--- config.mk ---
export PLATFORM = sky130hd
export DESIGN_NAME = course_deviation_needle_driver
export DESIGN_NICKNAME = d
export VERILOG_FILES = /design/src/cdnd_pkg.sv /design/src/course_deviation_needle_driver.sv
export SDC_FILE = /design/constraint.sdc
export NUM_CORES = 1
export LEC_CHECK = 0
export CAP_MARGIN = 20
export CORE_MARGIN = 8
export CORE_UTILIZATION = 41
export CTS_CLUSTER_SIZE = 25
export DETAILED_ROUTE_END_ITERATION = 10
export DONT_BUFFER_PORTS = 1
export HOLD_SLACK_MARGIN = 0.03
export PLACE_DENSITY = 0.61
export SETUP_SLACK_MARGIN = 0.1
export SYNTH_ARGS = -nofsm -noshare
export SYNTH_HDL_FRONTEND = slang
export SYNTH_SLANG_ARGS = --single-unit
--- constraint.sdc ---
create_clock -name clock -period 17.3 [get_ports clock]
set_clock_uncertainty 0.15 [all_clocks]
set_input_delay 1.73 -clock clock [delete_from_list [all_inputs] [get_ports clock]]
set_output_delay 1.73 -clock clock [all_outputs]
set_load 0.01 [all_outputs]
--- src/cdnd_pkg.sv ---
// Package with register indexes, field widths and reset values for the needle driver.
package cdnd_pkg;

   localparam int unsigned CourseWidth   = 9;
   localparam int unsigned StepWidth     = 7;
   localparam int unsigned GainWidth     = 4;
   localparam int unsigned PixelWidth    = 8;
   localparam int unsigned DevWidth      = 8;
   localparam int unsigned EncWidth      = 2;
   localparam int unsigned CsrIndexWidth = 2;
   localparam int unsigned CsrDataWidth  = 8;

   typedef logic [CsrIndexWidth-1:0] csr_index_type;

   localparam csr_index_type CSR_ENCODER_STEP      = 2'd0;
   localparam csr_index_type CSR_PIXELS_PER_DEGREE = 2'd1;
   localparam csr_index_type CSR_NEEDLE_CENTER     = 2'd2;
   localparam csr_index_type CSR_NEEDLE_MAX        = 2'd3;

   localparam logic [StepWidth-1:0]  STEP_RESET   = 7'd5;
   localparam logic [GainWidth-1:0]  GAIN_RESET   = 4'd5;
   localparam logic [PixelWidth-1:0] CENTER_RESET = 8'd40;
   localparam logic [PixelWidth-1:0] MAX_RESET    = 8'd80;

   // Quadrature codes seen by the direction lock.
   localparam logic [EncWidth-1:0] ENC_IDLE = 2'd0;
   localparam logic [EncWidth-1:0] ENC_A    = 2'd1;
   localparam logic [EncWidth-1:0] ENC_B    = 2'd2;

endpackage

--- src/course_deviation_needle_driver.sv ---
// Course deviation needle driver: course knob, TO/FROM fold and needle slew in one pass.

// One update beat is accepted per clock cycle unless a result waiting on rsp_ready holds a
// beat in the input register. A beat is captured in that register, worked through one pass of
// add, fold, 8x4 multiply and clamp logic into the result register, and offered from there. The course, encoder
// lock, deviation, TO flag and needle position carry from beat to beat and are updated
// as each beat leaves the input register, so back-to-back beats see each other's
// effect. Configuration writes take effect at once and are expected only while idle.
module course_deviation_needle_driver (
   input  logic                             clock,
   input  logic                             reset,
   input  logic                             req_valid,
   output logic                             req_ready,
   input  logic [cdnd_pkg::EncWidth-1:0]    req_encoder_bits,
   input  logic [cdnd_pkg::CourseWidth-1:0] req_true_radial,
   output logic                             rsp_valid,
   input  logic                             rsp_ready,
   output logic [cdnd_pkg::CourseWidth-1:0] rsp_course_setting,
   output logic                             rsp_to_mode,
   output logic signed [cdnd_pkg::DevWidth-1:0] rsp_deviation,
   output logic [cdnd_pkg::PixelWidth-1:0]  rsp_target_position,
   output logic [cdnd_pkg::PixelWidth-1:0]  rsp_needle_position,
   input  logic                             csr_we,
   input  logic [cdnd_pkg::CsrIndexWidth-1:0] csr_index,
   input  logic [cdnd_pkg::CsrDataWidth-1:0]  csr_wdata
);
   import cdnd_pkg::*;

   // Configuration registers.
   logic [StepWidth-1:0]  step_ff;
   logic [GainWidth-1:0]  gain_ff;
   logic [PixelWidth-1:0] center_ff;
   logic [PixelWidth-1:0] max_ff;

   // Input stage.
   logic                   in_valid_ff;
   logic [EncWidth-1:0]    in_bits_ff;
   logic [CourseWidth-1:0] in_radial_ff;

   // Carried state.
   logic [CourseWidth-1:0]     course_ff,  course_in;
   logic [EncWidth-1:0]        lock_ff,    lock_in;
   logic signed [DevWidth-1:0] dev_ff,     dev_in;
   logic                       to_ff,      to_in;
   logic [PixelWidth-1:0]      needle_ff,  needle_in;

   // Result stage.
   logic                   out_valid_ff;
   logic [CourseWidth-1:0] out_course_ff;
   logic                   out_to_ff;
   logic signed [DevWidth-1:0] out_dev_ff;
   logic [PixelWidth-1:0]  out_target_ff, target_in;
   logic [PixelWidth-1:0]  out_needle_ff;

   logic advance;
   logic [EncWidth-1:0] lock_pre;
   logic down_detent, up_detent;
   logic [CourseWidth:0] course_dn, course_up;
   logic signed [10:0] diff_raw, diff_fold;
   logic signed [12:0] product, target_raw;

   assign advance   = !out_valid_ff || rsp_ready;
   assign req_ready = !in_valid_ff || advance;

   always_comb begin
      // Direction lock and detent detection.
      lock_pre    = (lock_ff == ENC_IDLE || in_bits_ff == ENC_IDLE) ? in_bits_ff : lock_ff;
      down_detent = (in_bits_ff == ENC_B) && (lock_pre == ENC_A);
      up_detent   = (in_bits_ff == ENC_A) && (lock_pre == ENC_B);
      lock_in     = (down_detent || up_detent) ? ENC_IDLE : lock_pre;

      course_dn = {1'b0, course_ff} - {3'b000, step_ff};
      course_up = {1'b0, course_ff} + {3'b000, step_ff};
      course_in = course_ff;
      if (down_detent) begin
         // A borrow out of the top bit means the course went below zero.
         course_in = course_dn[CourseWidth] ? CourseWidth'(course_dn + 10'd360)
                                            : course_dn[CourseWidth-1:0];
      end else if (up_detent) begin
         course_in = (course_up > 10'd359) ? '0 : course_up[CourseWidth-1:0];
      end

      diff_raw = $signed({2'b00, course_in}) - $signed({2'b00, in_radial_ff});
      if (diff_raw < -11'sd180) begin
         diff_fold = diff_raw + 11'sd360;
      end else if (diff_raw > 11'sd180) begin
         diff_fold = diff_raw - 11'sd360;
      end else begin
         diff_fold = diff_raw;
      end

      // At exactly plus or minus ninety the previous indication is held.
      dev_in = dev_ff;
      to_in  = to_ff;
      if (diff_fold > 11'sd90) begin
         to_in  = 1'b0;
         dev_in = DevWidth'(11'sd180 - diff_fold);
      end else if (diff_fold < -11'sd90) begin
         to_in  = 1'b0;
         dev_in = DevWidth'(-11'sd180 - diff_fold);
      end else if (diff_fold != 11'sd90 && diff_fold != -11'sd90) begin
         to_in  = 1'b1;
         dev_in = DevWidth'(diff_fold);
      end

      product    = $signed({{5{dev_in[DevWidth-1]}}, dev_in}) * $signed({9'd0, gain_ff});
      target_raw = product + $signed({5'b00000, center_ff});
      if (target_raw > $signed({5'b00000, max_ff})) begin
         target_in = max_ff;
      end else if (target_raw < 13'sd0) begin
         target_in = '0;
      end else begin
         target_in = target_raw[PixelWidth-1:0];
      end

      if (target_in > needle_ff) begin
         needle_in = needle_ff + 8'd1;
      end else if (target_in < needle_ff) begin
         needle_in = needle_ff - 8'd1;
      end else begin
         needle_in = needle_ff;
      end
   end

   always_ff @(posedge clock) begin
      if (reset) begin
         step_ff   <= STEP_RESET;
         gain_ff   <= GAIN_RESET;
         center_ff <= CENTER_RESET;
         max_ff    <= MAX_RESET;
      end else if (csr_we) begin
         unique case (csr_index)
            CSR_ENCODER_STEP:      step_ff   <= csr_wdata[StepWidth-1:0];
            CSR_PIXELS_PER_DEGREE: gain_ff   <= csr_wdata[GainWidth-1:0];
            CSR_NEEDLE_CENTER:     center_ff <= csr_wdata;
            CSR_NEEDLE_MAX:        max_ff    <= csr_wdata;
            default:               ;
         endcase
      end
   end

   always_ff @(posedge clock) begin
      if (reset) begin
         in_valid_ff  <= 1'b0;
         out_valid_ff <= 1'b0;
         course_ff    <= '0;
         lock_ff      <= ENC_IDLE;
         dev_ff       <= '0;
         to_ff        <= 1'b0;
         needle_ff    <= CENTER_RESET;
      end else begin
         if (req_ready) begin
            in_valid_ff <= req_valid;
         end
         if (advance) begin
            out_valid_ff <= in_valid_ff;
            if (in_valid_ff) begin
               course_ff <= course_in;
               lock_ff   <= lock_in;
               dev_ff    <= dev_in;
               to_ff     <= to_in;
               needle_ff <= needle_in;
            end
         end
      end
   end

   always_ff @(posedge clock) begin
      if (req_valid && req_ready) begin
         in_bits_ff   <= req_encoder_bits;
         in_radial_ff <= req_true_radial;
      end
      if (advance && in_valid_ff) begin
         out_course_ff <= course_in;
         out_to_ff     <= to_in;
         out_dev_ff    <= dev_in;
         out_target_ff <= target_in;
         out_needle_ff <= needle_in;
      end
   end

   assign rsp_valid           = out_valid_ff;
   assign rsp_course_setting  = out_course_ff;
   assign rsp_to_mode         = out_to_ff;
   assign rsp_deviation       = out_dev_ff;
   assign rsp_target_position = out_target_ff;
   assign rsp_needle_position = out_needle_ff;

`ifndef SYNTHESIS
   a_course_range : assert property (@(posedge clock) disable iff (reset)
      course_ff < 9'd360)
      else $error("course left its 0 to 359 range");

   a_dev_range : assert property (@(posedge clock) disable iff (reset)
      dev_ff <= 8'sd90 && dev_ff >= -8'sd90)
      else $error("deviation outside plus or minus ninety");

   a_needle_slew : assert property (@(posedge clock) disable iff (reset)
      !$past(reset) |-> (needle_ff == $past(needle_ff) ||
                         needle_ff == $past(needle_ff) + 8'd1 ||
                         needle_ff == $past(needle_ff) - 8'd1))
      else $error("needle moved more than one pixel in a cycle");

   a_result_follows : assert property (@(posedge clock) disable iff (reset)
      advance && in_valid_ff |=> out_valid_ff)
      else $error("beat left the input stage without a result");
`endif

endmodule

==> results.md <==
Min path:
- The startpoint identified for the worst hold timing path is center_ff[2].
- The worst hold path terminates at center_ff[2].
- The path type of the worst min-delay path is flip-flop to flip-flop.
- The instance count along the most critical hold path is 2.

Critical path:
- The highest cell delay on the worst timing path is 900 ps.
- For the worst setup path, the data required time is 17420 ps.
- The kind of end point of the critical path is a flip-flop.
- In this run the critical register-to-register path is captured at needle_ff[6].
- On the critical path, the stage with the largest delay is an instance of sky130_fd_sc_hd__a311oi_1.
- The top fanout value on the critical path is 13.
- The cell repeated most along the worst path is sky130_fd_sc_hd__a21oi_1.
- Data on the critical path arrives at its endpoint at ~15000 ps.
- The internal reg-to-reg setup slack is 1980 ps.
- The critical path buffer and inverter count is 4.
- The category of cells accounting for the largest share of critical-path delay is compound AO/OA/AOI/OAI gates.
- The class of the most critical setup path is flip-flop to flip-flop.
- STA classifies the critical path startpoint as a flip-flop.
- The number of cells on the worst reg-to-reg path is 57.
- The beginning of the worst register-to-register path is course_ff[0].

CTS:
- In this run, post-CTS repair resized a total of 0 instances.
- The buffer levels on the longest clock path is 2.
- The cts-stage hold buffer count is 0.
- The clock-pin slew reported for the worst setup and hold paths after clock tree synthesis is roughly 80 ps.
- For the worst-skew pair, the clock arrives at the later sink with an insertion delay of 360 ps.
- The cell sitting at the root of the clock tree is a sky130_fd_sc_hd__clkbuf_16.
- The clock tree synthesis step divided the H-tree into 3 levels.
- Counting every sink on the clock net gives 102.
- TritonCTS built the clock tree.
- Post-CTS timing repair inserted 0 buffers for setup.
- The number of clock buffers added by TritonCTS is 9.

Route:
- For this block, the initial DRC count from the detailed router was 449.
- The total wire length is 20190 um.
- The number of vias after detailed routing is 6796.
- Dividing the detail-routed via count by the number of cells gives 5.530.
- The post-detailed-route count of antenna-violating nets is 0.
- The detailed-router iteration count before antenna repair is 6.
- The wire length per cell is 16.43 um.
- The count of unresolved DRC violations after routing is 0.

Final layout:
- Leaving out fill and tap cells, the most frequent cell in the layout is sky130_fd_sc_hd__inv_1.
- Cells with a size suffix above 1 make up 4.692% of the layout.
- Leaving out filler cells and counting taps, the final layout contains ~1200.
- The library cells used most frequently in the layout, excluding fill and tap cells, are 111 x sky130_fd_sc_hd__inv_1, 95 x sky130_fd_sc_hd__nand2_1, 86 x sky130_fd_sc_hd__nor2_1.
- The area growth from synthesis to layout is 6.009%.
- The repair_antennas step left the layout with diodes totalling 0.
- The net count of the finished layout is 1080.
- Counting the fill cells in the layout gives 1971.

Synthesis:
- The number of nets handed over by synthesis was 1102.
- Summed over all instances, the cell type with the most area after synthesis is sky130_fd_sc_hd__edfxtp_1.
- The cell count after synthesis came out at 976.
- Counting flops and latches in the post-synthesis netlist gives just over 100.
- The count of flip-flops with a built-in enable after synthesis is 45.
- The share of synthesized flip-flops with an asynchronous set or reset is 0%.
- The sequential fraction of the synthesis area is 29.92%.
- The unique cell type count in the Yosys netlist is 86.
- During synthesis, Yosys emitted a total of 0 warnings.
- The mean area per synthesized cell is 8.534 um2.
- The post-synthesis cell area is approximately 0.0083 mm2.
- The share of the synthesized area in the top cell type is between 10% and 20%.
- The prevailing post-synth register cell is sky130_fd_sc_hd__dfxtp_1.
- In the post-synthesis netlist, the biggest area contributors are sky130_fd_sc_hd__edfxtp_1 16%, sky130_fd_sc_hd__dfxtp_1 14%, sky130_fd_sc_hd__ha_1 11%.

Timing:
- The final number of setup-violating endpoints is 0.
- The shortest clock period the worst path allows after layout is ~15000 ps.
- The share of the clock period used by the worst path is 88.58%.
- The max-slew headroom at the worst pin is 26.96%.
- The hold violation count in the final report is 0.
- For the final routed database, the setup TNS stands at 0 ps.
- The transition time at the pin with the least slew margin is 1091 ps.
- The worst setup margin is about 2000 ps.
- The max-slew violation count is 0.
- Setup repair after global routing left no endpoint under its margin.
- The top achievable clock speed is 65.26 MHz.

Floorplanning:
- The effective utilization at floorplan is 41.43%.
- The die boundary height is 158.5 um.
- The total core area is 0.02010 mm2.
- The die is 158.5 um wide.
- In this run the core area contains 52 standard-cell rows.
- The number of top-level pins is 62.
- The floorplan step defined a die boundary enclosing 0.02513 mm2.

Power:
- The peak ir drop on the vdd network is 0.1739 mV.
- Dividing total power by cell area gives a power density of 212.9 mW/mm2.
- The leakage dissipation is 3.570 nW.

Global routing:
- The first global-routing pass estimated 33370 um of wire.
- The total overflow reported by the global router is 0.
- The combined global-route utilization of all metal layers is ~17%.
- The via count of the first global-routing pass is between 6000 and 7000.
- Entering global routing, the biggest net connects a little under 60 pins.
- The initial antenna violation count was 0.

Placement:
- Detailed placement finished with a half-perimeter wire length of between 15000 and 20000 um.
- The placer's final routability congestion estimate is 0.8874.
- The port buffer count is 0.
- The worst slack at placement is 2113 ps.
- Including well taps, the total number of placed cells is 1213.

Run status:
- The run finished with clean final reports.

Job:
- Max-cap violations in this run came to 0.
logic make-up (layout without fill, tap and decap cells):
group / count (synthesis) / in the layout / share of synthesized area (%)
flops: 102 / 102 / 29.92
xor+xnor: 48 / 48 / 5.047
mux: 17 / 17 / 2.058
simple gates: 301 / 301 / 17.32
compound gates: 257 / 257 / 21.18
fa+ha+maj: 100 / 100 / 17.46
buf+inv: 151 / 134 / 7.015
flip-flops by register name, summed over array words and instances (netlist names), 8 cells and up:
register             cells
in_radial_ff             9
needle_ff                8
course_ff                9
dev_ff                   8
max_ff                   8
rsp_deviation            8
rsp_course_setting       9
rsp_target_position      8
center_ff                8
rsp_needle_position      8
layout make-up:
cell class / count / area [um2] / share of cell area, %
timing repair buffer: 4 / 30.03 / 0.3401
inverter: 114 / 427.9 / 4.846
sequential: 102 / 2492 / 28.23
clock inverter: 6 / 60.06 / 0.6802
tap: 270 / 337.8 / 3.826
multi-input combinational: 723 / 5253 / 59.49
clock buffer: 10 / 229.0 / 2.593
layer usage:
| metal | wire length, um | share of wire, % | up-vias | global-route usage [%] |
|---|---|---|---|---|
| met4 | 208 | 1.0 | 0 | 4.086 |
| met5 | 0 | 0 | - | 0 |
| met3 | 1260 | 6.2 | 12 | 3.990 |
| met1 | 9334 | 46 | 3239 | 21.19 |
| li1 | - | - | 3378 | - |
| met2 | 9387 | 46 | 167 | 27.72 |
stage by stage:
stage / power (mW) / instance area (um2) / utilization [%] / hold slack [ps]
after global placement: 1.670 / 8541 / 42.48 / 287.7
final: 1.880 / 8830 / 43.92 / 301.9
after floorplan: 1.394 / 8329 / - / 286.3
after detailed placement: 1.672 / 8541 / 42.48 / 293.3
after global routing: 2.095 / 8830 / 43.92 / 330.4
after CTS: 1.892 / 8830 / 43.92 / 303.0
worst reg2reg max path: cells and delay by family (launching register included):
| kind | cells | cell delay (ps) |
|---|---|---|
| compound gates | 26 | 6380 |
| mux | 1 | 240 |
| flops | 1 | 370 |
| simple gates | 12 | 2790 |
| fa+ha+maj | 10 | 3750 |
| buf+inv | 4 | 390 |
| xor+xnor | 4 | 1160 |
worst max-delay path by stage:
stage	slack, ps	end	cells past startpoint	from
2_1_floorplan	4320	needle_ff[7]	58	course_ff[0]
3_3_place_gp	2170	needle_ff[7]	56	course_ff[0]
3_5_place_dp	2110	needle_ff[7]	57	course_ff[0]
4_1_cts	2050	needle_ff[7]	57	course_ff[0]
5_1_grt	450	needle_ff[7]	57	course_ff[0]
6_report	1980	needle_ff[6]	57	course_ff[0]
synthesized netlist by cell type (4+ instances only):
| master | instances |
|---|---|
| sky130_fd_sc_hd__fa_1 | 27 |
| sky130_fd_sc_hd__o31ai_1 | 4 |
| sky130_fd_sc_hd__nand3_1 | 17 |
| sky130_fd_sc_hd__nor2b_1 | 11 |
| sky130_fd_sc_hd__nand2b_1 | 9 |
| sky130_fd_sc_hd__nand4_1 | 7 |
| sky130_fd_sc_hd__o21ai_0 | 38 |
| sky130_fd_sc_hd__or2_2 | 4 |
| sky130_fd_sc_hd__a221o_1 | 4 |
| sky130_fd_sc_hd__nor3_1 | 13 |
| sky130_fd_sc_hd__a31oi_1 | 5 |
| sky130_fd_sc_hd__o211ai_1 | 8 |
| sky130_fd_sc_hd__nor3b_1 | 4 |
| sky130_fd_sc_hd__ha_1 | 73 |
| sky130_fd_sc_hd__a211oi_1 | 13 |
| sky130_fd_sc_hd__a211o_1 | 7 |
| sky130_fd_sc_hd__and2_1 | 20 |
| sky130_fd_sc_hd__clkbuf_1 | 28 |
| sky130_fd_sc_hd__a221oi_1 | 4 |
| sky130_fd_sc_hd__xnor2_1 | 37 |
| sky130_fd_sc_hd__a311oi_1 | 4 |
| sky130_fd_sc_hd__nand3b_1 | 6 |
| sky130_fd_sc_hd__inv_1 | 112 |
| sky130_fd_sc_hd__o21a_1 | 13 |
| sky130_fd_sc_hd__and3_1 | 6 |
| sky130_fd_sc_hd__nor2_1 | 86 |
| sky130_fd_sc_hd__o21bai_1 | 5 |
| sky130_fd_sc_hd__xor2_1 | 11 |
| sky130_fd_sc_hd__dfxtp_1 | 57 |
| sky130_fd_sc_hd__o21ai_1 | 4 |
| sky130_fd_sc_hd__nand2_1 | 95 |
| sky130_fd_sc_hd__mux2i_1 | 16 |
| sky130_fd_sc_hd__a21oi_1 | 82 |
| sky130_fd_sc_hd__or3_1 | 4 |
| sky130_fd_sc_hd__o22ai_1 | 4 |
| sky130_fd_sc_hd__a32oi_1 | 7 |
| sky130_fd_sc_hd__edfxtp_1 | 45 |
| sky130_fd_sc_hd__a21o_1 | 9 |
where the power goes:
part           total, mW  internal [mW]  leakage (nW)  switching (mW)
combinational       1.34          0.556          2.54           0.788
clock              0.202          0.102         0.143           0.100
sequential         0.334          0.308         0.891          0.0258
total               1.88          0.965          3.57           0.914
(Power assumes the default switching activity.)
